--- config.mk ---
export PLATFORM = sky130hd
export DESIGN_NAME = brake_thermal_wear_update_top
export DESIGN_NICKNAME = d
export VERILOG_FILES = /design/src/hdl/btwu_pkg.sv /design/src/hdl/brake_thermal_wear_update_top.sv
export SDC_FILE = /design/constraint.sdc
export NUM_CORES = 2
export LEC_CHECK = 0
export BUFFER_PORTS_ARGS = -buffer_cell sky130_fd_sc_hd__buf_2
export CAP_MARGIN = 20
export CORE_UTILIZATION = 45
export DETAILED_ROUTE_END_ITERATION = 6
export PLACE_DENSITY = 0.73
export SETUP_SLACK_MARGIN = 0.5
export SKIP_LAST_GASP = 1
export SLEW_MARGIN = 0
export SYNTH_ARGS = -nofsm -noshare
export SYNTH_HDL_FRONTEND = slang
export SYNTH_SLANG_ARGS = --single-unit
--- constraint.sdc ---
create_clock -name clk_i -period 13.5 [get_ports clk_i]
set_input_delay 2.7 -clock clk_i [delete_from_list [all_inputs] [get_ports clk_i]]
set_output_delay 2.7 -clock clk_i [all_outputs]
set_load 0.03 [all_outputs]
--- src/hdl/btwu_pkg.sv ---
// Shared types and constants of the brake thermal and wear update block.
package btwu_pkg;

  // Fixed-point reference values
  localparam logic [15:0]        ONE_Q15          = 16'h8000;
  localparam logic [31:0]        WEAR_ONE         = 32'h8000_0000;
  localparam logic signed [23:0] TEMP_MAX         = 24'sd524287;
  localparam logic signed [23:0] TEMP_MIN         = -24'sd524288;
  localparam logic signed [15:0] AMBIENT_MIN      = -16'sd4370;
  localparam logic [22:0]        TEMP_STEP_CAP    = 23'h40_0000;
  localparam logic [15:0]        WEAR_LOSS_AT_END = 16'd16384;

  // Request opcodes
  localparam logic OP_STEP   = 1'b0;
  localparam logic OP_REINIT = 1'b1;

  // Configuration port
  localparam int unsigned CFG_IDX_W  = 3;
  localparam int unsigned CFG_DATA_W = 40;

  localparam logic [CFG_IDX_W-1:0] CFG_HEAT_FRACTION     = 3'd0;
  localparam logic [CFG_IDX_W-1:0] CFG_COOLING_COEFF     = 3'd1;
  localparam logic [CFG_IDX_W-1:0] CFG_INV_THERMAL_MASS  = 3'd2;
  localparam logic [CFG_IDX_W-1:0] CFG_INV_WEAR_CAPACITY = 3'd3;
  localparam logic [CFG_IDX_W-1:0] CFG_AMBIENT_TEMP      = 3'd4;
  localparam logic [CFG_IDX_W-1:0] CFG_FADE_START_TEMP   = 3'd5;
  localparam logic [CFG_IDX_W-1:0] CFG_FADE_INV_SPAN     = 3'd6;
  localparam logic [CFG_IDX_W-1:0] CFG_MIN_FADE_FACTOR   = 3'd7;

  // Register values after reset
  localparam logic [15:0] RST_HEAT_FRACTION     = 16'd32768;
  localparam logic [23:0] RST_COOLING_COEFF     = 24'd2560;
  localparam logic [31:0] RST_INV_THERMAL_MASS  = 32'd1073742;
  localparam logic [39:0] RST_INV_WEAR_CAPACITY = 40'd28147498;
  localparam logic [15:0] RST_AMBIENT_TEMP      = 16'd320;
  localparam logic [16:0] RST_FADE_START_TEMP   = 17'd6400;
  localparam logic [31:0] RST_FADE_INV_SPAN     = 32'd5243;
  localparam logic [15:0] RST_MIN_FADE_FACTOR   = 16'd16384;

  // Configuration register set (signed fields kept as raw bits)
  typedef struct packed {
    logic [15:0] heat_fraction;
    logic [23:0] cooling_coeff;
    logic [31:0] inv_thermal_mass;
    logic [39:0] inv_wear_capacity;
    logic [15:0] ambient_temp;
    logic [16:0] fade_start_temp;
    logic [31:0] fade_inv_span;
    logic [15:0] min_fade_factor;
  } cfg_t;

endpackage

--- src/hdl/brake_thermal_wear_update_top.sv ---
// Top level of the brake thermal and wear update block: sequencer around one shared multiplier.
//
// One request is handled at a time by a sequencer that drives a single registered 32x32
// multiplier, one product per cycle. An update step runs a chain of twelve products through
// the one multiplier into the result register, and the block accepts again once it is back
// in idle. A reinitialise request runs only the fade products for the thermal and available
// factors, or goes straight to the result with an invalid configuration, as does a rejected
// step (zero time step or invalid configuration). A finished result waits in the output
// register while the next request is accepted; the sequencer only holds in its last state if
// that register is still occupied. Configuration writes take effect at once and must only be
// made while the block is idle.
module brake_thermal_wear_update_top (
  input  logic                                clk_i,
  input  logic                                rst_ni,
  // configuration write port
  input  logic                                cfg_we_i,
  input  logic [btwu_pkg::CFG_IDX_W-1:0]      cfg_idx_i,
  input  logic [btwu_pkg::CFG_DATA_W-1:0]     cfg_wdata_i,
  // request channel
  input  logic                                in_valid_i,
  output logic                                in_stall_o,
  input  logic                                opcode_i,
  input  logic [15:0]                         brake_torque_i,
  input  logic [15:0]                         angular_speed_i,
  input  logic [15:0]                         time_step_i,
  // result channel
  output logic                                out_valid_o,
  input  logic                                out_stall_i,
  output logic                                valid_res_o,
  output logic [31:0]                         friction_power_o,
  output logic [31:0]                         heat_power_o,
  output logic [31:0]                         cooling_power_o,
  output logic [39:0]                         heat_energy_o,
  output logic [15:0]                         thermal_factor_o,
  output logic [15:0]                         wear_factor_o,
  output logic [15:0]                         available_factor_o,
  output logic signed [19:0]                  temperature_now_o,
  output logic [31:0]                         wear_now_o
);

  typedef enum logic [4:0] {
    S_IDLE,
    S_FP,
    S_HP,
    S_CP,
    S_HE,
    S_MAG,
    S_D0,
    S_D1,
    S_W0,
    S_W1,
    S_W2,
    S_ALPHA,
    S_TF0,
    S_TF1,
    S_AF0,
    S_AF1,
    S_DONE
  } state_e;

  btwu_pkg::cfg_t cfg_q;
  logic           cfg_ok;

  state_e         state_q;
  logic [15:0]    torque_q, speed_q, ts_q;

  // shared multiplier
  logic [31:0]    mul_a, mul_b;
  logic [63:0]    mul_q;

  // working registers
  logic [31:0]        fp_q, hp_q, cp_q, he_q;
  logic [47:0]        mag_q;
  logic [31:0]        lo_q;
  logic [6:0]         frac_q;
  logic [48:0]        dsum_q;
  logic               cool_wins_q;
  logic [31:0]        inc_q;
  logic signed [19:0] temp_q;
  logic [31:0]        wear_q;
  logic               tle_q, big_q;
  logic [15:0]        tf_q, wf_q, af_q;
  logic               res_ok_q, reject_q;

  // output register
  logic               out_valid_q;
  logic               valid_res_q;
  logic [31:0]        friction_power_q, heat_power_q, cooling_power_q;
  logic [39:0]        heat_energy_q;
  logic [15:0]        thermal_factor_q, wear_factor_q, available_factor_q;
  logic signed [19:0] temperature_now_q;
  logic [31:0]        wear_now_q;

  // helper values
  logic signed [15:0] amb_s;
  logic signed [23:0] amb24, temp24, nt_raw, nt_floor, nt_new;
  logic signed [20:0] excess_full, fade_diff;
  logic [19:0]        excess;
  logic               fade_le;
  logic               cool_wins_c;
  logic [31:0]        net_diff;
  logic [28:0]        d_full;
  logic [22:0]        d_cap;
  logic [40:0]        inc_sum;
  logic [31:0]        inc_c;
  logic [32:0]        wear_sum;
  logic [47:0]        wear_loss;
  logic [15:0]        wf_c;
  logic [15:0]        fade_gap;

  // ---------------------------------------------------------------------------
  // configuration registers
  always_ff @(posedge clk_i or negedge rst_ni) begin
    if (!rst_ni) begin
      cfg_q.heat_fraction     <= btwu_pkg::RST_HEAT_FRACTION;
      cfg_q.cooling_coeff     <= btwu_pkg::RST_COOLING_COEFF;
      cfg_q.inv_thermal_mass  <= btwu_pkg::RST_INV_THERMAL_MASS;
      cfg_q.inv_wear_capacity <= btwu_pkg::RST_INV_WEAR_CAPACITY;
      cfg_q.ambient_temp      <= btwu_pkg::RST_AMBIENT_TEMP;
      cfg_q.fade_start_temp   <= btwu_pkg::RST_FADE_START_TEMP;
      cfg_q.fade_inv_span     <= btwu_pkg::RST_FADE_INV_SPAN;
      cfg_q.min_fade_factor   <= btwu_pkg::RST_MIN_FADE_FACTOR;
    end else if (cfg_we_i) begin
      unique case (cfg_idx_i)
        btwu_pkg::CFG_HEAT_FRACTION:     cfg_q.heat_fraction     <= cfg_wdata_i[15:0];
        btwu_pkg::CFG_COOLING_COEFF:     cfg_q.cooling_coeff     <= cfg_wdata_i[23:0];
        btwu_pkg::CFG_INV_THERMAL_MASS:  cfg_q.inv_thermal_mass  <= cfg_wdata_i[31:0];
        btwu_pkg::CFG_INV_WEAR_CAPACITY: cfg_q.inv_wear_capacity <= cfg_wdata_i[39:0];
        btwu_pkg::CFG_AMBIENT_TEMP:      cfg_q.ambient_temp      <= cfg_wdata_i[15:0];
        btwu_pkg::CFG_FADE_START_TEMP:   cfg_q.fade_start_temp   <= cfg_wdata_i[16:0];
        btwu_pkg::CFG_FADE_INV_SPAN:     cfg_q.fade_inv_span     <= cfg_wdata_i[31:0];
        btwu_pkg::CFG_MIN_FADE_FACTOR:   cfg_q.min_fade_factor   <= cfg_wdata_i[15:0];
      endcase
    end
  end

  // configuration validity
  assign amb_s  = $signed(cfg_q.ambient_temp);
  assign cfg_ok = (cfg_q.inv_thermal_mass != 32'd0)
               && (cfg_q.inv_wear_capacity != 40'd0)
               && (cfg_q.fade_inv_span != 32'd0)
               && (amb_s >= btwu_pkg::AMBIENT_MIN)
               && (cfg_q.heat_fraction <= btwu_pkg::ONE_Q15)
               && (cfg_q.min_fade_factor <= btwu_pkg::ONE_Q15)
               && (btwu_pkg::WEAR_LOSS_AT_END <= btwu_pkg::ONE_Q15);

  // ---------------------------------------------------------------------------
  // datapath helpers
  assign amb24  = {{8{amb_s[15]}}, amb_s};
  assign temp24 = {{4{temp_q[19]}}, temp_q};

  // temperature above ambient, floored at zero
  assign excess_full = {temp_q[19], temp_q} - {{5{amb_s[15]}}, amb_s};
  assign excess      = excess_full[20] ? 20'd0 : excess_full[19:0];

  // net heat magnitude and direction
  assign cool_wins_c = (hp_q < cp_q);
  assign net_diff    = cool_wins_c ? (cp_q - hp_q) : (hp_q - cp_q);

  // temperature change, saturated at 2^22
  assign d_full = dsum_q[48:20];
  assign d_cap  = (d_full > {6'd0, btwu_pkg::TEMP_STEP_CAP}) ? btwu_pkg::TEMP_STEP_CAP
                                                              : d_full[22:0];
  assign nt_raw   = cool_wins_q ? (temp24 - {1'b0, d_cap}) : (temp24 + {1'b0, d_cap});
  assign nt_floor = (nt_raw < amb24) ? amb24 : nt_raw;
  always_comb begin
    nt_new = nt_floor;
    if (nt_floor > btwu_pkg::TEMP_MAX) begin
      nt_new = btwu_pkg::TEMP_MAX;
    end else if (nt_floor < btwu_pkg::TEMP_MIN) begin
      nt_new = btwu_pkg::TEMP_MIN;
    end
  end

  // wear increment from the two partial products, saturated at one
  assign inc_sum = {1'b0, mul_q[39:0]} + {9'd0, lo_q};
  assign inc_c   = (|inc_sum[40:24]) ? btwu_pkg::WEAR_ONE : {1'b0, inc_sum[23:0], frac_q};
  assign wear_sum = {1'b0, wear_q} + {1'b0, inc_q};

  // fade ramp input
  assign fade_diff = {temp_q[19], temp_q}
                   - {{4{cfg_q.fade_start_temp[16]}}, cfg_q.fade_start_temp};
  assign fade_le   = fade_diff[20] || (fade_diff == 21'sd0);
  assign fade_gap  = btwu_pkg::ONE_Q15 - cfg_q.min_fade_factor;

  // wear factor: constant loss times clamped wear
  assign wear_loss = {32'd0, btwu_pkg::WEAR_LOSS_AT_END} * {16'd0, wear_q};
  assign wf_c      = btwu_pkg::ONE_Q15 - wear_loss[46:31];

  // ---------------------------------------------------------------------------
  // multiplier operand select
  always_comb begin
    mul_a = 32'd0;
    mul_b = 32'd0;
    unique case (state_q)
      S_FP: begin
        mul_a = {16'd0, torque_q};
        mul_b = {16'd0, speed_q};
      end
      S_HP: begin
        mul_a = mul_q[31:0];
        mul_b = {16'd0, cfg_q.heat_fraction};
      end
      S_CP: begin
        mul_a = {12'd0, excess};
        mul_b = {8'd0, cfg_q.cooling_coeff};
      end
      S_HE: begin
        mul_a = hp_q;
        mul_b = {16'd0, ts_q};
      end
      S_MAG: begin
        mul_a = net_diff;
        mul_b = {16'd0, ts_q};
      end
      S_D0: begin
        mul_a = mul_q[31:0];
        mul_b = cfg_q.inv_thermal_mass;
      end
      S_D1: begin
        mul_a = {16'd0, mag_q[47:32]};
        mul_b = cfg_q.inv_thermal_mass;
      end
      S_W0: begin
        mul_a = he_q;
        mul_b = cfg_q.inv_wear_capacity[31:0];
      end
      S_W1: begin
        mul_a = he_q;
        mul_b = {24'd0, cfg_q.inv_wear_capacity[39:32]};
      end
      S_ALPHA: begin
        mul_a = {12'd0, fade_diff[19:0]};
        mul_b = cfg_q.fade_inv_span;
      end
      S_TF0: begin
        mul_a = {16'd0, fade_gap};
        mul_b = {8'd0, mul_q[23:0]};
      end
      S_AF0: begin
        mul_a = {16'd0, tf_q};
        mul_b = {16'd0, wf_c};
      end
      default: begin
        mul_a = 32'd0;
        mul_b = 32'd0;
      end
    endcase
  end

  // shared multiplier, product registered
  always_ff @(posedge clk_i) begin
    mul_q <= mul_a * mul_b;
  end

  // ---------------------------------------------------------------------------
  // sequencer, state and output register
  always_ff @(posedge clk_i or negedge rst_ni) begin
    if (!rst_ni) begin
      state_q            <= S_IDLE;
      torque_q           <= 16'd0;
      speed_q            <= 16'd0;
      ts_q               <= 16'd0;
      fp_q               <= 32'd0;
      hp_q               <= 32'd0;
      cp_q               <= 32'd0;
      he_q               <= 32'd0;
      mag_q              <= 48'd0;
      lo_q               <= 32'd0;
      frac_q             <= 7'd0;
      dsum_q             <= 49'd0;
      cool_wins_q        <= 1'b0;
      inc_q              <= 32'd0;
      temp_q             <= {{4{btwu_pkg::RST_AMBIENT_TEMP[15]}}, btwu_pkg::RST_AMBIENT_TEMP};
      wear_q             <= 32'd0;
      tle_q              <= 1'b0;
      big_q              <= 1'b0;
      tf_q               <= 16'd0;
      wf_q               <= 16'd0;
      af_q               <= 16'd0;
      res_ok_q           <= 1'b0;
      reject_q           <= 1'b0;
      out_valid_q        <= 1'b0;
      valid_res_q        <= 1'b0;
      friction_power_q   <= 32'd0;
      heat_power_q       <= 32'd0;
      cooling_power_q    <= 32'd0;
      heat_energy_q      <= 40'd0;
      thermal_factor_q   <= 16'd0;
      wear_factor_q      <= 16'd0;
      available_factor_q <= 16'd0;
      temperature_now_q  <= 20'sd0;
      wear_now_q         <= 32'd0;
    end else begin
      // result taken downstream; in the last state the reload below handles it
      if (out_valid_q && !out_stall_i && (state_q != S_DONE)) begin
        out_valid_q <= 1'b0;
      end

      unique case (state_q)
        S_IDLE: begin
          if (in_valid_i) begin
            torque_q <= brake_torque_i;
            speed_q  <= angular_speed_i;
            ts_q     <= time_step_i;
            fp_q     <= 32'd0;
            hp_q     <= 32'd0;
            cp_q     <= 32'd0;
            he_q     <= 32'd0;
            tf_q     <= 16'd0;
            wf_q     <= 16'd0;
            af_q     <= 16'd0;
            if (opcode_i == btwu_pkg::OP_REINIT) begin
              res_ok_q <= cfg_ok;
              reject_q <= 1'b0;
              temp_q   <= {{4{amb_s[15]}}, amb_s};
              wear_q   <= 32'd0;
              inc_q    <= 32'd0;
              state_q  <= cfg_ok ? S_ALPHA : S_DONE;
            end else if (!cfg_ok || (time_step_i == 16'd0)) begin
              // rejected step: all fields zero, state kept
              res_ok_q <= 1'b0;
              reject_q <= 1'b1;
              state_q  <= S_DONE;
            end else begin
              res_ok_q <= 1'b1;
              reject_q <= 1'b0;
              state_q  <= S_FP;
            end
          end
        end
        S_FP: begin
          state_q <= S_HP;
        end
        S_HP: begin
          fp_q    <= mul_q[31:0];
          state_q <= S_CP;
        end
        S_CP: begin
          hp_q    <= mul_q[46:15];
          state_q <= S_HE;
        end
        S_HE: begin
          // cooling power saturates at 32 bits
          cp_q    <= (|mul_q[63:36]) ? 32'hFFFF_FFFF : mul_q[35:4];
          state_q <= S_MAG;
        end
        S_MAG: begin
          he_q        <= mul_q[47:16];
          cool_wins_q <= cool_wins_c;
          state_q     <= S_D0;
        end
        S_D0: begin
          mag_q   <= mul_q[47:0];
          state_q <= S_D1;
        end
        S_D1: begin
          lo_q    <= mul_q[63:32];
          state_q <= S_W0;
        end
        S_W0: begin
          dsum_q  <= {1'b0, mul_q[47:0]} + {17'd0, lo_q};
          state_q <= S_W1;
        end
        S_W1: begin
          lo_q    <= mul_q[63:32];
          frac_q  <= mul_q[31:25];
          temp_q  <= nt_new[19:0];
          state_q <= S_W2;
        end
        S_W2: begin
          inc_q   <= inc_c;
          state_q <= S_ALPHA;
        end
        S_ALPHA: begin
          // wear accumulates, clamped to one
          wear_q  <= (wear_sum > {1'b0, btwu_pkg::WEAR_ONE}) ? btwu_pkg::WEAR_ONE
                                                             : wear_sum[31:0];
          tle_q   <= fade_le;
          state_q <= S_TF0;
        end
        S_TF0: begin
          big_q   <= |mul_q[63:24];
          state_q <= S_TF1;
        end
        S_TF1: begin
          if (tle_q) begin
            tf_q <= btwu_pkg::ONE_Q15;
          end else if (big_q) begin
            tf_q <= cfg_q.min_fade_factor;
          end else begin
            tf_q <= btwu_pkg::ONE_Q15 - mul_q[39:24];
          end
          state_q <= S_AF0;
        end
        S_AF0: begin
          wf_q    <= wf_c;
          state_q <= S_AF1;
        end
        S_AF1: begin
          af_q    <= (mul_q[63:15] > {33'd0, btwu_pkg::ONE_Q15}) ? btwu_pkg::ONE_Q15
                                                                  : mul_q[30:15];
          state_q <= S_DONE;
        end
        S_DONE: begin
          // load the output register once it is free
          if (!out_valid_q || !out_stall_i) begin
            out_valid_q        <= 1'b1;
            valid_res_q        <= res_ok_q;
            friction_power_q   <= fp_q;
            heat_power_q       <= hp_q;
            cooling_power_q    <= cp_q;
            heat_energy_q      <= {8'd0, he_q};
            thermal_factor_q   <= tf_q;
            wear_factor_q      <= wf_q;
            available_factor_q <= af_q;
            temperature_now_q  <= reject_q ? 20'sd0 : temp_q;
            wear_now_q         <= reject_q ? 32'd0 : wear_q;
            state_q            <= S_IDLE;
          end
        end
        default: begin
          state_q <= S_IDLE;
        end
      endcase
    end
  end

  // ---------------------------------------------------------------------------
  // ports
  assign in_stall_o         = (state_q != S_IDLE);
  assign out_valid_o        = out_valid_q;
  assign valid_res_o        = valid_res_q;
  assign friction_power_o   = friction_power_q;
  assign heat_power_o       = heat_power_q;
  assign cooling_power_o    = cooling_power_q;
  assign heat_energy_o      = heat_energy_q;
  assign thermal_factor_o   = thermal_factor_q;
  assign wear_factor_o      = wear_factor_q;
  assign available_factor_o = available_factor_q;
  assign temperature_now_o  = temperature_now_q;
  assign wear_now_o         = wear_now_q;

endmodule
# After elaboration in Yosys (flattened, before gate mapping)
# Cells that the tools add are included.
[classes]
add_sub_neg = 12
reduce_logical = 60
mul = 1
eq_ne = 27
order_cmp = 10
mux = 46
[op_table]
columns = ["op", "count"]
rows = [
  ["$pmux 32 s10", 2],
  ["$pmux 32 s2", 6],
  ["$mux 32", 8],
  ["$mux 20", 6],
  ["$pmux 16 s2", 3],
  ["$pmux 5 s17", 1],
  ["$mul 32x32->64", 1],
  ["$mux 16", 4],
  ["$reduce_bool 32->1", 2],
  ["$sub 32x32->32", 2],
  ["$add 48x32->49", 1],
  ["$gt 49x16->1 const B", 1],
  ["$mux 24", 2],
  ["$add 40x32->41", 1],
  ["$eq 5x4->1 const B", 8],
  ["$pmux 20 s2", 1],
  ["$reduce_bool 40->1", 1],
  ["$reduce_or 40->1", 1],
  ["$reduce_and 2->1", 18],
  ["$add 32x32->33", 1],
  ["$gt 33x32->1 const B", 1],
  ["$le 16x16->1 const B", 2],
  ["$lt 32x32->1", 1],
  ["$sub 16x16->16 const A", 2],
  ["other kinds (35)", 80],
]
[word_totals]
register_bits = 941
out_inout_bits = 239
inputBits = 97

# Depth between registers and ports, before layout
[logic_depth]
word_depth = 12
ltp_mapped = 47
ltp_nobuf = 43

# Worst setup path before layout
# Ideal clock, no wire load.
[synth_path]
kind = "flip-flop to flip-flop"
from = "register hp_q[0]"
to = "register mul_q[58]"
t_required_ns = 13.379
setup_slack_ns = 2.664
period_less_slack_ns = 10.836
arrival_ns = 10.715
path_stages_with_launch = 45
n_path_buf = 3
setup_time_ns = 0.121
cell_sequence = "dfrtp_1 -> inv_1 -> ha_1 -> inv_1 -> fa_1 -> a211o_1 -> a31o_1 -> nand4_1 -> a2111o_1 -> nand3_2 -> a2111oi_4 -> buf_4 -> o21ai_0 -> o21ai_0 -> xor2_1 -> a211oi_1 -> clkbuf_1 -> nor2_1 -> [9 not listed] -> fa_1 -> fa_1 -> inv_1 -> fa_1 -> inv_1 -> ha_1 -> clkbuf_1 -> and4_1 -> and4_1 -> and3_1 -> a221oi_1 -> o221ai_1 -> nor4_1 -> o41ai_1 -> a21o_1 -> a2111oi_0 -> or3_1 -> xnor2_1"
[synth_via]
elab_chain_len = 4
word_cells_on_any_way = 6
classes_between = "add/sub: 2; mul: 1; order compare: 1; mux: 2"
[synth_lines]
columns = ["element", "line", "text"]
rows = [
  ["start: declaration", "brake_thermal_wear_update_top.sv:72", "logic [31:0] fp_q, hp_q, cp_q, he_q;"],
  ["start signal: assignment", "brake_thermal_wear_update_top.sv:340", "hp_q <= mul_q[46:15];"],
  ["$sub 32x32->32 / $lt 32x32->1 (equally long branches)", "brake_thermal_wear_update_top.sv:158, brake_thermal_wear_update_top.sv:157", ""],
  ["$mux 32", "brake_thermal_wear_update_top.sv:158", "assign net_diff = cool_wins_c ? (cp_q - hp_q) : (hp_q - cp_q);"],
  ["$pmux 32 s10 (*)", "brake_thermal_wear_update_top.sv:195", "unique case (state_q)"],
  ["$mul 32x32->64 (*)", "brake_thermal_wear_update_top.sv:253", "mul_q <= mul_a * mul_b;"],
  ["end signal: assignment", "brake_thermal_wear_update_top.sv:253", ""],
  ["end: declaration", "brake_thermal_wear_update_top.sv:69", "logic [63:0] mul_q;"],
]
# Every way passes the cells marked *; elsewhere a longest branch is shown, timed or not.
# A chain may end at the register's enable or synchronous reset.

# Worst setup path after layout
[layout_path]
from = "register hp_q[12]"
to = "register mul_q[62]"
# Same word-level chain as after synthesis.

==> reports/qor.yml <==
period_share_pct: 92.6
rows: 155
status: "complete, but fails checks"
critPathRequiredTime_ns: 14.12
worst-path-buf-inv: 8
synth.area.top_cells: "dfrtp_1 24%, fa_1 22%, ha_1 7.4%"
insertion_delay_ns: 0.76
wl_per_cell_um: 27.5
synthTopCellsByCount: "1,294 x nand2_1, 1,160 x inv_1, 903 x fa_1"
slowest_delay_ns: 0.57
crit-reg2reg-launch: "hp_q[12]"
fin_crit_ns: 12.50
async_flop_share_pct: 92.8
syn2layout_area_growth_pct: 10.3
post-route-drc-count: 1
ios: 336
antenna_found_initial: 36
dr.pass1.iters: 7
detail-route-antenna-nets: 0
cts_tree: "done"
ys_seq_area_share_pct: 27.2
path_clk_slew_ns: 0.07
drive_above_1_share_pct: 14.0
hold_viol: 0
hold_buffers: 0
cap_viol_max_count: 0
fin_setup_tns_ns: 0
fin_hold_ws_ns: 0.474
routed_wl_mm: 315
synth_ff_type: "dfrtp_1"
syn_area_mm2: 0.0808
num-fill-cells: 16600
clock-sinks: 889
crit_family: "adder cells"
synth_area_leader_cell: "dfrtp_1"
die_w_um: 426
start_kind: "register"
ys_ff_latch: 889
cts_max_level: 3
grt_max_degree: 190
min_from: "cooling_power_o[13]"
synth_cells: 8790
worstPathArrival_ns: 13.12
hpwl_mm: 245
path_max_fanout: 11
coreArea_mm2: 0.178
routabilityCongestion: 1.03
hold_class: "reg2reg"
grt_pass1_wl_mm: 460
viasPerCell: 6.01
nets: 10500
crit_path_frequent_cell: "fa_1"
dieArea_mm2: 0.181
initial_utilization_pct: 45.3
synth-edff-count: 0
synthDistinctLibCells: 102
io_buffers: 327
cp-end-kind: "register"
synth_top_area_share_pct: 24.2
die_h_um: 426
numCtsBuffers: 90
rsz0062_at_grt: "false"
slew_headroom_pct: 20.2
avgSynthCellArea_um2: 9.19
first_global_vias: 69300
vias: 68700
clk_path_buf_depth: 3
cts-root-buf: "clkbuf_16"
worstSetupPathType: "reg2reg"
violations: "DRC"
gr-total-overflow: 0
synthMostInstantiatedCell: "nand2_1"
slew_viol_final: 0
track_usage_pct: 34.6
skew_ns: 0.0670
worstMarginPinSlew_ns: 1.20
setup_viol: 0
ys_warn_count: 0
fmax_ghz: 0.0800
drt-initial-drc-count: 7652
startpoint: "hp_q[12]"
slowest_stage: "fa_1"
## cell families (layout without fill, tap and decap cells)
family	count (synthesis)	after routing	share of synthesized area, %
and+or+nand+nor	2692	2692	14.6
buffers and inverters	1655	1909	7.87
AOI/OAI and AO/OA	1538	1538	12.6
adders and majority gates	1383	1383	29.8
DFF	889	889	27.2
muxes	376	376	5.21
xor gates and xnor gates	256	256	2.78
other	1	32	0.00464
## metal layers
layer | wire [µm] | track usage [%]
met5 | 161 | 0
met4 | 27800 | 26.3
met1 | 117000 | 43.4
met2 | 137000 | 51.7
met3 | 32800 | 8.20
## sequential cells by signal, summed over array words and instances (netlist names), 20 cells and up
| signal | count |
|---|---|
| cfg_q | 177 |
| mul_q | 64 |
| cooling_power_o | 32 |
| cp_q | 32 |
| fp_q | 32 |
| friction_power_o | 32 |
| he_q | 32 |
| heat_energy_o | 32 |
| heat_power_o | 32 |
| hp_q | 32 |
| inc_q | 32 |
| lo_q | 32 |
| wear_now_o | 32 |
| wear_q | 32 |
| dsum_q | 29 |
| temp_q | 20 |
| temperature_now_o | 20 |
## layout by cell type, fill, tap and decap left out, drive strengths merged, types with 20 or more instances in the layout
master,n
nand2b,121
nand2,1295
nand4,53
a21o,125
clkinv,26
o31ai,84
o21bai,40
clkbuf,121
diode,24
a22oi,44
ha,480
and2,56
a221oi,27
nor4,63
a222oi,45
dfxtp,64
a21oi,293
o211ai,20
mux2i,22
mux2,354
a31oi,47
o21ai,496
or3,29
a211oi,39
dfrtp,782
o21a,36
nor3,81
and3,44
inv,1168
nand3,82
or2,40
buf,583
dfstp,43
nor2,715
nor2b,51
a22o,62
xnor2,154
fa,903
xor2,102
## through the flow
step / util (%) / std cells / instance area, µm² / setup WS [ns]
finish: 49.9 / 11400 / 89100 / 0.996
global route: 49.9 / 11400 / 89100 / 0.561
CTS: 49.8 / 11400 / 88900 / 0.637
detailed placement: 48.0 / 11200 / 85600 / -0.225
global placement: 48.0 / 11200 / 85600 / -0.130
floorplan: - / 8797 / 80800 / 2.66
## path summary, 6_finish.rpt
check | to | slack, ns | cells past startpoint
setup reg to reg | mul_q[62] | 1.0 | 40
hold / removal | cooling_power_o[13] | 0.47 | 2
min in group asynchronous | wear_factor_o[10] | 2.05 | 1
max in group asynchronous | heat_energy_o[17] | 9.22 | 3
hold reg to reg | cooling_power_o[13] | 0.47 | 2
setup / recovery | mul_q[62] | 1.0 | 40
## worst register-to-register path: cells and delay by family (launching register included)
family,cells,cell delay [ns]
simple gates,9,2.19
xor+xnor,2,0.48
compound gates,11,3.11
fa+ha+maj,10,5.23
buf+inv,8,0.88
flops,1,0.53
## cell type report
class	count	area (µm²)	area share [%]
multi-input cells	6253	52900	59.3
well taps	2355	2950	3.31
inverters	1160	4350	4.89
flip-flops and latches	889	22000	24.7
clock inverters	45	572	0.642
diodes	24	60.1	0.0674
clock buffers	121	2620	2.94
repair buffers	583	3710	4.16
## what timing repair did
action | CTS | global route
endpoints found under the setup margin | 7 | 5
buffers inserted | 2 | 4
pin swaps | 1 | 2
resized for setup | 4 | 14
Power is left out: the tool's default activity adds up to more than one toggle a clock period on the data nets, which glitch-free logic cannot reach.
